<file path="src/hw/rtl/gmrd_pkg.sv">
package gmrd_pkg;

    localparam int unsigned MOD_W = 31;
    localparam int unsigned RES_W = 32;

    typedef struct packed {
        logic signed [RES_W-1:0] residue;
        logic [MOD_W-1:0]        modulus;
        logic                    end_of_system;
    } t_in_item;

    typedef struct packed {
        logic [MOD_W-1:0] digit;
        logic             digit_last;
        logic             overflow;
    } t_out_item;

    // Command from the sequencer to the shared modular unit.
    typedef struct packed {
        logic             start;
        logic             is_mul;
        logic [2*MOD_W:0] a;
        logic [MOD_W-1:0] b;
        logic [MOD_W-1:0] m;
    } t_mu_cmd;

endpackage

</file>
<file path="src/hw/rtl/gmrd_ram.sv">
module gmrd_ram #(
    parameter int unsigned WIDTH = 31,
    parameter int unsigned DEPTH = 16
) (
    input  logic                                            i_clk,
    input  logic                                            i_we,
    input  logic [((DEPTH > 1) ? $clog2(DEPTH) : 1)-1:0]    i_waddr,
    input  logic [WIDTH-1:0]                                i_wdata,
    input  logic [((DEPTH > 1) ? $clog2(DEPTH) : 1)-1:0]    i_raddr,
    output logic [WIDTH-1:0]                                o_rdata
);

    logic [WIDTH-1:0] r_mem [DEPTH];
    logic [WIDTH-1:0] r_rdata;

    always_ff @(posedge i_clk) begin
        if (i_we) begin
            r_mem[i_waddr] <= i_wdata;
        end
        r_rdata <= r_mem[i_raddr];
    end

    assign o_rdata = r_rdata;

endmodule

</file>
<file path="src/hw/rtl/gmrd_modunit.sv">
// Shared unit: computes (a * b) mod m when is_mul, else a mod m (b ignored).
// Product formed by shift-add, one multiplier bit per cycle, then reduced by
// restoring division one quotient bit per cycle.
module gmrd_modunit (
    input  logic                        i_clk,
    input  logic                        i_rst_n,
    input  gmrd_pkg::t_mu_cmd           i_cmd,
    output logic                        o_done,
    output logic [gmrd_pkg::MOD_W-1:0]  o_result
);

    localparam int unsigned W  = gmrd_pkg::MOD_W;
    localparam int unsigned PW = 2 * W + 1;
    localparam int unsigned CW = $clog2(PW + 1);

    typedef enum logic [2:0] {
        S_IDLE = 3'b001,
        S_MUL  = 3'b010,
        S_RED  = 3'b100
    } t_state;

    t_state         r_state, n_state;
    logic [PW-1:0]  r_acc, n_acc;
    logic [PW-1:0]  r_mcand, n_mcand;
    logic [W-1:0]   r_mplier, n_mplier;
    logic [W-1:0]   r_m, n_m;
    logic [W:0]     r_rem, n_rem;
    logic [CW-1:0]  r_cnt, n_cnt;
    logic           r_done, n_done;
    logic [W+1:0]   w_trial;

    always_comb begin
        n_state  = r_state;
        n_acc    = r_acc;
        n_mcand  = r_mcand;
        n_mplier = r_mplier;
        n_m      = r_m;
        n_rem    = r_rem;
        n_cnt    = r_cnt;
        n_done   = 1'b0;
        w_trial  = {r_rem, r_acc[PW-1]} - {2'b00, r_m};
        case (r_state)
            S_IDLE: begin
                if (i_cmd.start) begin
                    n_m   = i_cmd.m;
                    n_rem = '0;
                    if (i_cmd.is_mul) begin
                        n_acc    = '0;
                        n_mcand  = i_cmd.a;
                        n_mplier = i_cmd.b;
                        n_cnt    = CW'(W);
                        n_state  = S_MUL;
                    end else begin
                        n_acc   = i_cmd.a;
                        n_cnt   = CW'(PW);
                        n_state = S_RED;
                    end
                end
            end
            S_MUL: begin
                if (r_mplier[0]) begin
                    n_acc = r_acc + r_mcand;
                end
                n_mcand  = r_mcand << 1;
                n_mplier = r_mplier >> 1;
                n_cnt    = r_cnt - 1'b1;
                if (r_cnt == CW'(1)) begin
                    n_cnt   = CW'(PW);
                    n_state = S_RED;
                end
            end
            S_RED: begin
                // One restoring step; a zero modulus never subtracts, so the remainder only shifts.
                if (!w_trial[W+1] && r_m != '0) begin
                    n_rem = w_trial[W:0];
                end else begin
                    n_rem = {r_rem[W-1:0], r_acc[PW-1]};
                end
                n_acc = r_acc << 1;
                n_cnt = r_cnt - 1'b1;
                if (r_cnt == CW'(1)) begin
                    n_done  = 1'b1;
                    n_state = S_IDLE;
                end
            end
            default: n_state = S_IDLE;
        endcase
    end

    always_ff @(posedge i_clk) begin
        if (!i_rst_n) begin
            r_state <= S_IDLE;
            r_done  <= 1'b0;
            r_cnt   <= '0;
        end else begin
            r_state <= n_state;
            r_done  <= n_done;
            r_cnt   <= n_cnt;
        end
        r_acc    <= n_acc;
        r_mcand  <= n_mcand;
        r_mplier <= n_mplier;
        r_m      <= n_m;
        r_rem    <= n_rem;
    end

    assign o_done   = r_done;
    assign o_result = r_rem[W-1:0];

endmodule

</file>
<file path="src/hw/rtl/garner_mixed_radix_digits_unit.sv">
// The residue of a congruence is first reduced mod its modulus; for each earlier congruence
// of the system, the inverse of that modulus is formed as a power to modulus - 2 and the
// digit difference is folded in by a multiply. An overflow result is registered and shows
// in the cycle after its input is taken. Reductions and multiplies run on one shared
// shift-add/restoring unit; a new item is taken only when idle with the last result taken.
// Reset (synchronous, active low) empties the system; stored entries stay stale.
module garner_mixed_radix_digits_unit #(
    parameter int unsigned MAX_MODULI = 16
) (
    input  logic                 i_clk,
    input  logic                 i_rst_n,
    input  logic                 i_valid,
    output logic                 o_ready,
    input  gmrd_pkg::t_in_item   i_data,
    output logic                 o_valid,
    input  logic                 i_ready,
    output gmrd_pkg::t_out_item  o_data
);

    localparam int unsigned W  = gmrd_pkg::MOD_W;
    localparam int unsigned AW = (MAX_MODULI > 1) ? $clog2(MAX_MODULI) : 1;
    localparam int unsigned NW = $clog2(MAX_MODULI + 1);
    localparam int unsigned PW = 2 * W + 1;
    localparam int unsigned EW = $clog2(W + 1);

    typedef enum logic [9:0] {
        S_IDLE  = 10'b0000000001,
        S_RED   = 10'b0000000010,
        S_RD    = 10'b0000000100,
        S_XJ    = 10'b0000001000,
        S_PJ    = 10'b0000010000,
        S_EXP   = 10'b0000100000,
        S_SQR   = 10'b0001000000,
        S_DIFF  = 10'b0010000000,
        S_FOLD  = 10'b0100000000,
        S_OUT   = 10'b1000000000
    } t_state;

    t_state              r_state, n_state;
    logic [NW-1:0]       r_count, n_count;
    logic [NW-1:0]       r_j, n_j;
    logic [W-1:0]        r_m, n_m;
    logic [W-1:0]        r_exp, n_exp;
    logic [EW-1:0]       r_bit, n_bit;
    logic [W-1:0]        r_d, n_d;
    logic [W-1:0]        r_acc, n_acc;
    logic [W-1:0]        r_base, n_base;
    logic [W-1:0]        r_xj, n_xj;
    logic                r_last, n_last;
    logic                r_wait, n_wait;
    logic                r_ovalid, n_ovalid;
    gmrd_pkg::t_out_item r_out, n_out;
    gmrd_pkg::t_mu_cmd   w_cmd;
    logic                w_done;
    logic [W-1:0]        w_res;
    logic [W-1:0]        w_mod_rd, w_dig_rd;
    logic                w_we;
    logic [AW-1:0]       w_raddr, w_waddr;
    logic [PW-1:0]       w_shift_res;
    logic [W:0]          w_sum;

    gmrd_modunit u_mu (
        .i_clk    (i_clk),
        .i_rst_n  (i_rst_n),
        .i_cmd    (w_cmd),
        .o_done   (w_done),
        .o_result (w_res)
    );

    gmrd_ram #(.WIDTH(W), .DEPTH(MAX_MODULI)) u_mod_ram (
        .i_clk(i_clk), .i_we(w_we), .i_waddr(w_waddr), .i_wdata(r_m),
        .i_raddr(w_raddr), .o_rdata(w_mod_rd)
    );

    gmrd_ram #(.WIDTH(W), .DEPTH(MAX_MODULI)) u_dig_ram (
        .i_clk(i_clk), .i_we(w_we), .i_waddr(w_waddr), .i_wdata(r_d),
        .i_raddr(w_raddr), .o_rdata(w_dig_rd)
    );

    assign w_raddr = r_j[AW-1:0];
    assign w_waddr = r_count[AW-1:0];
    assign o_ready = (r_state == S_IDLE) && !r_ovalid;
    assign o_valid = r_ovalid;
    assign o_data  = r_out;

    // A negative residue is offset by 2^31 * 2m, which is a multiple of m.
    assign w_shift_res = i_data.residue[W]
        ? PW'($signed(i_data.residue)) + ({{(PW-W){1'b0}}, i_data.modulus} << (W + 1))
        : PW'($unsigned(i_data.residue));
    assign w_sum = {1'b0, r_d} + {1'b0, r_m} - {1'b0, r_xj};

    always_comb begin
        n_state  = r_state;
        n_count  = r_count;
        n_j      = r_j;
        n_m      = r_m;
        n_exp    = r_exp;
        n_bit    = r_bit;
        n_d      = r_d;
        n_acc    = r_acc;
        n_base   = r_base;
        n_xj     = r_xj;
        n_last   = r_last;
        n_wait   = r_wait;
        n_ovalid = r_ovalid;
        n_out    = r_out;
        w_we     = 1'b0;
        w_cmd    = '{start: 1'b0, is_mul: 1'b0, a: '0, b: '0, m: r_m};

        if (r_ovalid && i_ready) begin
            n_ovalid = 1'b0;
        end

        case (r_state)
            S_IDLE: begin
                if (i_valid && o_ready) begin
                    n_m    = i_data.modulus;
                    n_last = i_data.end_of_system;
                    n_exp  = (i_data.modulus >= W'(2)) ? i_data.modulus - W'(2) : '0;
                    n_j    = '0;
                    if (r_count >= NW'(MAX_MODULI)) begin
                        n_out    = '{digit: '0, digit_last: i_data.end_of_system,
                                     overflow: 1'b1};
                        n_ovalid = 1'b1;
                        if (i_data.end_of_system) begin
                            n_count = '0;
                        end
                    end else begin
                        w_cmd = '{start: 1'b1, is_mul: 1'b0, a: w_shift_res, b: '0,
                                  m: i_data.modulus};
                        n_state = S_RED;
                    end
                end
            end
            S_RED: begin
                if (w_done) begin
                    // A zero modulus always yields a zero digit.
                    n_d     = (r_m == '0) ? '0 : w_res;
                    n_state = (r_j == r_count) ? S_OUT : S_RD;
                end
            end
            S_RD: begin
                n_state = S_XJ;
            end
            S_XJ: begin
                // Memory data for entry j is valid here.
                w_cmd  = '{start: 1'b1, is_mul: 1'b0, a: PW'(w_dig_rd), b: '0, m: r_m};
                n_base = w_mod_rd;
                n_wait = 1'b1;
                if (w_done) begin
                    n_xj = w_res;
                end
                n_state = S_PJ;
            end
            S_PJ: begin
                if (w_done && r_wait) begin
                    n_xj   = w_res;
                    n_wait = 1'b0;
                    w_cmd  = '{start: 1'b1, is_mul: 1'b0, a: PW'(r_base), b: '0, m: r_m};
                end else if (w_done) begin
                    n_base  = w_res;
                    n_acc   = (r_m == W'(1)) ? '0 : W'(1);
                    n_bit   = '0;
                    n_state = S_EXP;
                end
            end
            S_EXP: begin
                // acc = acc*base when exponent bit set; skipped otherwise.
                if (!r_wait) begin
                    if (r_exp[r_bit[EW-1:0]]) begin
                        w_cmd  = '{start: 1'b1, is_mul: 1'b1, a: PW'(r_acc), b: r_base,
                                   m: r_m};
                        n_wait = 1'b1;
                    end else begin
                        n_state = S_SQR;
                    end
                end else if (w_done) begin
                    n_acc   = w_res;
                    n_wait  = 1'b0;
                    n_state = S_SQR;
                end
            end
            S_SQR: begin
                if (!r_wait) begin
                    if (r_bit == EW'(W - 1)) begin
                        n_state = S_DIFF;
                    end else begin
                        w_cmd  = '{start: 1'b1, is_mul: 1'b1, a: PW'(r_base), b: r_base,
                                   m: r_m};
                        n_wait = 1'b1;
                    end
                end else if (w_done) begin
                    n_base  = w_res;
                    n_wait  = 1'b0;
                    n_bit   = r_bit + 1'b1;
                    n_state = S_EXP;
                end
            end
            S_DIFF: begin
                n_d = (w_sum >= {1'b0, r_m}) ? W'(w_sum - {1'b0, r_m}) : w_sum[W-1:0];
                w_cmd = '{start: 1'b1, is_mul: 1'b1, a: PW'(r_acc), b: n_d, m: r_m};
                n_state = S_FOLD;
            end
            S_FOLD: begin
                if (w_done) begin
                    n_d     = (r_m == '0) ? '0 : w_res;
                    n_j     = r_j + 1'b1;
                    n_state = (r_j + 1'b1 == r_count) ? S_OUT : S_RD;
                end
            end
            S_OUT: begin
                if (!r_ovalid) begin
                    w_we     = 1'b1;
                    n_out    = '{digit: r_d, digit_last: r_last, overflow: 1'b0};
                    n_ovalid = 1'b1;
                    n_count  = r_last ? '0 : r_count + 1'b1;
                    n_state  = S_IDLE;
                end
            end
            default: n_state = S_IDLE;
        endcase
    end

    always_ff @(posedge i_clk) begin
        if (!i_rst_n) begin
            r_state  <= S_IDLE;
            r_count  <= '0;
            r_ovalid <= 1'b0;
            r_wait   <= 1'b0;
        end else begin
            r_state  <= n_state;
            r_count  <= n_count;
            r_ovalid <= n_ovalid;
            r_wait   <= n_wait;
        end
        r_j    <= n_j;
        r_m    <= n_m;
        r_exp  <= n_exp;
        r_bit  <= n_bit;
        r_d    <= n_d;
        r_acc  <= n_acc;
        r_base <= n_base;
        r_xj   <= n_xj;
        r_last <= n_last;
        r_out  <= n_out;
    end

    a_count_range: assert property (@(posedge i_clk) disable iff (!i_rst_n)
        r_count <= NW'(MAX_MODULI))
        else $error("congruence count beyond capacity");

    a_digit_below_mod: assert property (@(posedge i_clk) disable iff (!i_rst_n)
        (w_we && r_m != '0) |-> (r_d < r_m))
        else $error("stored digit not reduced");

    a_busy_not_ready: assert property (@(posedge i_clk) disable iff (!i_rst_n)
        (r_state != S_IDLE) |-> !o_ready)
        else $error("ready while busy");

    a_last_clears: assert property (@(posedge i_clk) disable iff (!i_rst_n)
        (o_valid && !$past(o_valid) && o_data.digit_last) |-> (r_count == '0))
        else $error("count not cleared after last");

endmodule

</file>
<file path="config.mk">
export PLATFORM = sky130hd
export DESIGN_NAME = garner_mixed_radix_digits_unit
export DESIGN_NICKNAME = d
export VERILOG_FILES = /design/src/hw/rtl/gmrd_pkg.sv /design/src/hw/rtl/gmrd_ram.sv /design/src/hw/rtl/gmrd_modunit.sv /design/src/hw/rtl/garner_mixed_radix_digits_unit.sv
export SDC_FILE = /design/constraint.sdc
export NUM_CORES = 2
export LEC_CHECK = 0
export ABC_AREA = 1
export BUFFER_PORTS_ARGS = -buffer_cell sky130_fd_sc_hd__buf_2
export CORE_AREA = 2 2 411 577
export DETAILED_ROUTE_END_ITERATION = 16
export DIE_AREA = 0 0 413 579
export HOLD_SLACK_MARGIN = 0.12
export PLACE_DENSITY = 0.58
export SYNTH_ARGS = -nofsm -noshare
export SYNTH_HDL_FRONTEND = slang
export SYNTH_HIERARCHICAL = 1
export SYNTH_SLANG_ARGS = --single-unit
</file>
<file path="constraint.sdc">
create_clock -name i_clk -period 9.7 [get_ports i_clk]
set_input_delay 1.94 -clock i_clk [delete_from_list [all_inputs] [get_ports i_clk]]
set_output_delay 1.94 -clock i_clk [all_outputs]
set_load 0.03 [all_outputs]
</file>
==> results.json <==
{
  "grt.busiest_layer": "met2",
  "relSlewSlack": 0.163,
  "synthFlopType": "edfxtp_1",
  "holdCritStartpoint": "u_mu/r_cnt[0]$_SDFFE_PN0P_",
  "timing.setup.tns_ns": 0,
  "hold_class": "reg -> reg",
  "clock-root-buffer": "clkbuf_16",
  "die_h_um": 579,
  "finalHoldViolations": 0,
  "htreeDepth": 4,
  "final_common_cell": "nand2_1",
  "worstMarginPinSlew_ns": 1.24,
  "maxCapViolCount": 0,
  "synth_seq_area_share": 0.553,
  "cts_hold_buf": 0,
  "nets": 9671,
  "critPathLaunchType": "flip-flop",
  "clk_latency_ns": 0.83,
  "area_growth_pct": 10.1,
  "r2r_cells": 29,
  "fillers": 23500,
  "final_cell_mix": "nand2_1, inv_1, edfxtp_1, nand3_1, nor2_1",
  "ios": 103,
  "synthCells": 9367,
  "fmax_mhz": 147,
  "ant_nets": 0,
  "drc": 0,
  "grt_overflow": 0,
  "clk_pin_slew_ns": 0.07,
  "worstPathArrival_ns": 7.47,
  "p_switching_uw": 11600,
  "clock_sinks": 1531,
  "syn-num-nets": 9663,
  "synthTopCellsByArea": "edfxtp_1, nand2_1, inv_1",
  "rsz0062_at_grt": "false",
  "vias": 64400,
  "power_frac_comb": 0.433,
  "core.rowCount": 211,
  "vias_per_cell": 5.12,
  "dieArea_um2": 239000,
  "multi_input_area_um2": 28800,
  "dpl.hpwl_um": 194000,
  "use_met1": 0.275,
  "syn_area_um2": 81600,
  "grt_pass1_vias": 62100,
  "die_w_um": 413,
  "port_buffers": 102,
  "p_total_uw": 26500,
  "swShare": 0.436,
  "worstSetupEndpointType": "flip-flop",
  "cts_resized": 0,
  "first_pass_iters": 8,
  "grt_use_met2": 0.405,
  "seqPwrFrac": 0.340,
  "gr-usage-met3": 0.0240,
  "grt_util_all_layers": 0.231,
  "finalCriticalPeriod_ns": 6.81,
  "cts_buffers": 154,
  "slowest_stage": "edfxtp_1",
  "maxSlewViolCount": 0,
  "crit_required_ns": 10.36,
  "layout-drive-gt1-share": 0.0596,
  "synth.avg_cell_area_um2": 8.71,
  "synth_warnings": 6,
  "drtIter0Drc": 6243,
  "final_util": 0.383,
  "grt_max_degree": 156,
  "ys_seq_elements": 1531,
  "internal_power_uw": 14900,
  "routed_wl_um": 282000,
  "cellLeakagePower_uw": 0.0391,
  "clk_path_buf_depth": 4,
  "clock_skew_ns": 0.0664,
  "min_path_cells": 1,
  "synth.top_cell.area_share": 0.531,
  "setup_viol": 0,
  "worst_path_most_repeated_cell": "nand2_1",
  "status": "finished, final reports clean",
  "routedWlPerCell_um": 22.4,
  "start_util": 0.348,
  "grt_pass1_wl_um": 409000,
  "vdd_drop_max_mv": 0.221,
  "post_cts_buffers": 0,
  "finalCritPeriodShare": 0.703,
  "r2r-start": "r_m[1]$_DFFE_PP_",
  "max_stage_delay_ns": 0.82,
  "antenna_found_initial": 16,
  "critical_path_class": "reg -> reg",
  "min_to": "u_mu/r_cnt[0]$_SDFFE_PN0P_",
  "async_flop_share": 0,
  "synth_cell_types": 61,
  "cts_tree": "yes",
  "clkPwrFrac": 0.228,
  "core_area_um2": 234000,
  "gp_congestion": 1.04,
  "power.density_nw_per_um2": 295,
  "synth_area_leader_cell": "edfxtp_1",
  "crit_fanout": 32,
  "regToRegEndpoint": "u_mu/r_mplier[27]$_DFFE_PP_",
  "synth-edff-count": 1442,
  "seq_area_um2": 45100,
  "r2r_setup_slack_ns": 2.89
}
## registers in the layout (all words and copies together), names as in the netlist, 32 cells and up
register,count
u_mu/r_mcand,63
u_mu/r_acc,63
o_data,33
u_mod_ram/r_mem,496
u_mu/r_rem,32
u_dig_ram/r_mem,496
## critical path, delay by kind of cell (launching register included)
kind            cells  cell delay, ns
flops               1            0.82
fa+ha+maj           3            1.37
compound gates      3            0.90
buf+inv             3            0.29
simple gates       20            3.23
## layout make-up
type                    instances  area share
clock inverters                67     0.00886
inverters                    1563      0.0656
multi-input cells            5925       0.320
well taps                    3088      0.0430
repair buffers                200      0.0141
diodes                          8    0.000223
flip-flops and latches       1531       0.502
clock buffers                 200      0.0461
## power by group through the flow
stage / clock network [uW] / logic [uW] / registers [uW]
4_1_cts: 6130 / 11300 / 8980
2_1_floorplan: 0 / 8030 / 8690
3_3_place_gp: 0 / 11200 / 9100
6_report: 6040 / 11500 / 9000
5_1_grt: 6340 / 12600 / 9020
3_5_place_dp: 0 / 11300 / 9110
## kinds of logic after synthesis
logic type	after synthesis	share of synthesized area
buffers and inverters	1911	0.0985
xor gates and xnor gates	108	0.0116
AOI/OAI and AO/OA	625	0.0441
DFF	1531	0.553
and+or+nand+nor	4964	0.255
adders and majority gates	228	0.0382
## routing by layer
metal  up-vias  share of wire
met1     31000           0.38
li1      30200              -
met2      2484           0.49
met5         -       0.000096
met4         4          0.067
met3       651          0.059
## synth_stat cells, types with 6 or more instances
master / count
a21o_1: 15
a21oi_1: 267
a21oi_2: 12
a22o_1: 27
a22oi_1: 23
a31oi_1: 6
buf_1: 37
buf_2: 101
buf_4: 74
buf_6: 52
clkbuf_1: 80
clkinv_1: 6
dfxtp_1: 89
edfxtp_1: 1442
fa_1: 35
ha_1: 193
inv_1: 1539
inv_2: 13
nand2_1: 3024
nand2_2: 26
nand2_4: 6
nand3_1: 1140
nand3_2: 6
nand3b_1: 28
nand4_1: 57
nor2_1: 558
nor2_4: 7
nor3_1: 52
nor4_1: 25
o211ai_1: 11
o21a_1: 7
o21ai_0: 196
o21bai_1: 33
or2_2: 13
xnor2_1: 42
xor2_1: 66
## worst max path at each step
stage                           from                            end  slack [ns]  cells past startpoint
floorplan                    i_valid  u_mu/r_mcand[0]$_SDFFCE_PP0P_        1.10                      9
global placement    r_m[1]$_DFFE_PP_     u_mu/r_mplier[0]$_DFFE_PP_        2.96                     29
detailed placement  r_m[1]$_DFFE_PP_    u_mu/r_mplier[11]$_DFFE_PP_        2.91                     29
CTS                 r_m[1]$_DFFE_PP_    u_mu/r_mplier[27]$_DFFE_PP_        2.92                     29
global route        r_m[1]$_DFFE_PP_    u_mu/r_mplier[24]$_DFFE_PP_        2.12                     29
finish              r_m[1]$_DFFE_PP_    u_mu/r_mplier[27]$_DFFE_PP_        2.89                     29
## stage by stage
| stage | std cells | setup WS (ns) | instance area, um^2 | hold WS [ns] |
|---|---|---|---|---|
| global route | 12600 | 2.12 | 89800 | 0.524 |
| floorplan | 9367 | 1.10 | 81600 | 0.447 |
| global placement | 12300 | 2.96 | 84900 | 0.470 |
| detailed placement | 12300 | 2.91 | 84900 | 0.491 |
| finish | 12600 | 2.89 | 89800 | 0.502 |
| CTS | 12600 | 2.92 | 89800 | 0.506 |
(Power assumes the default switching activity.)
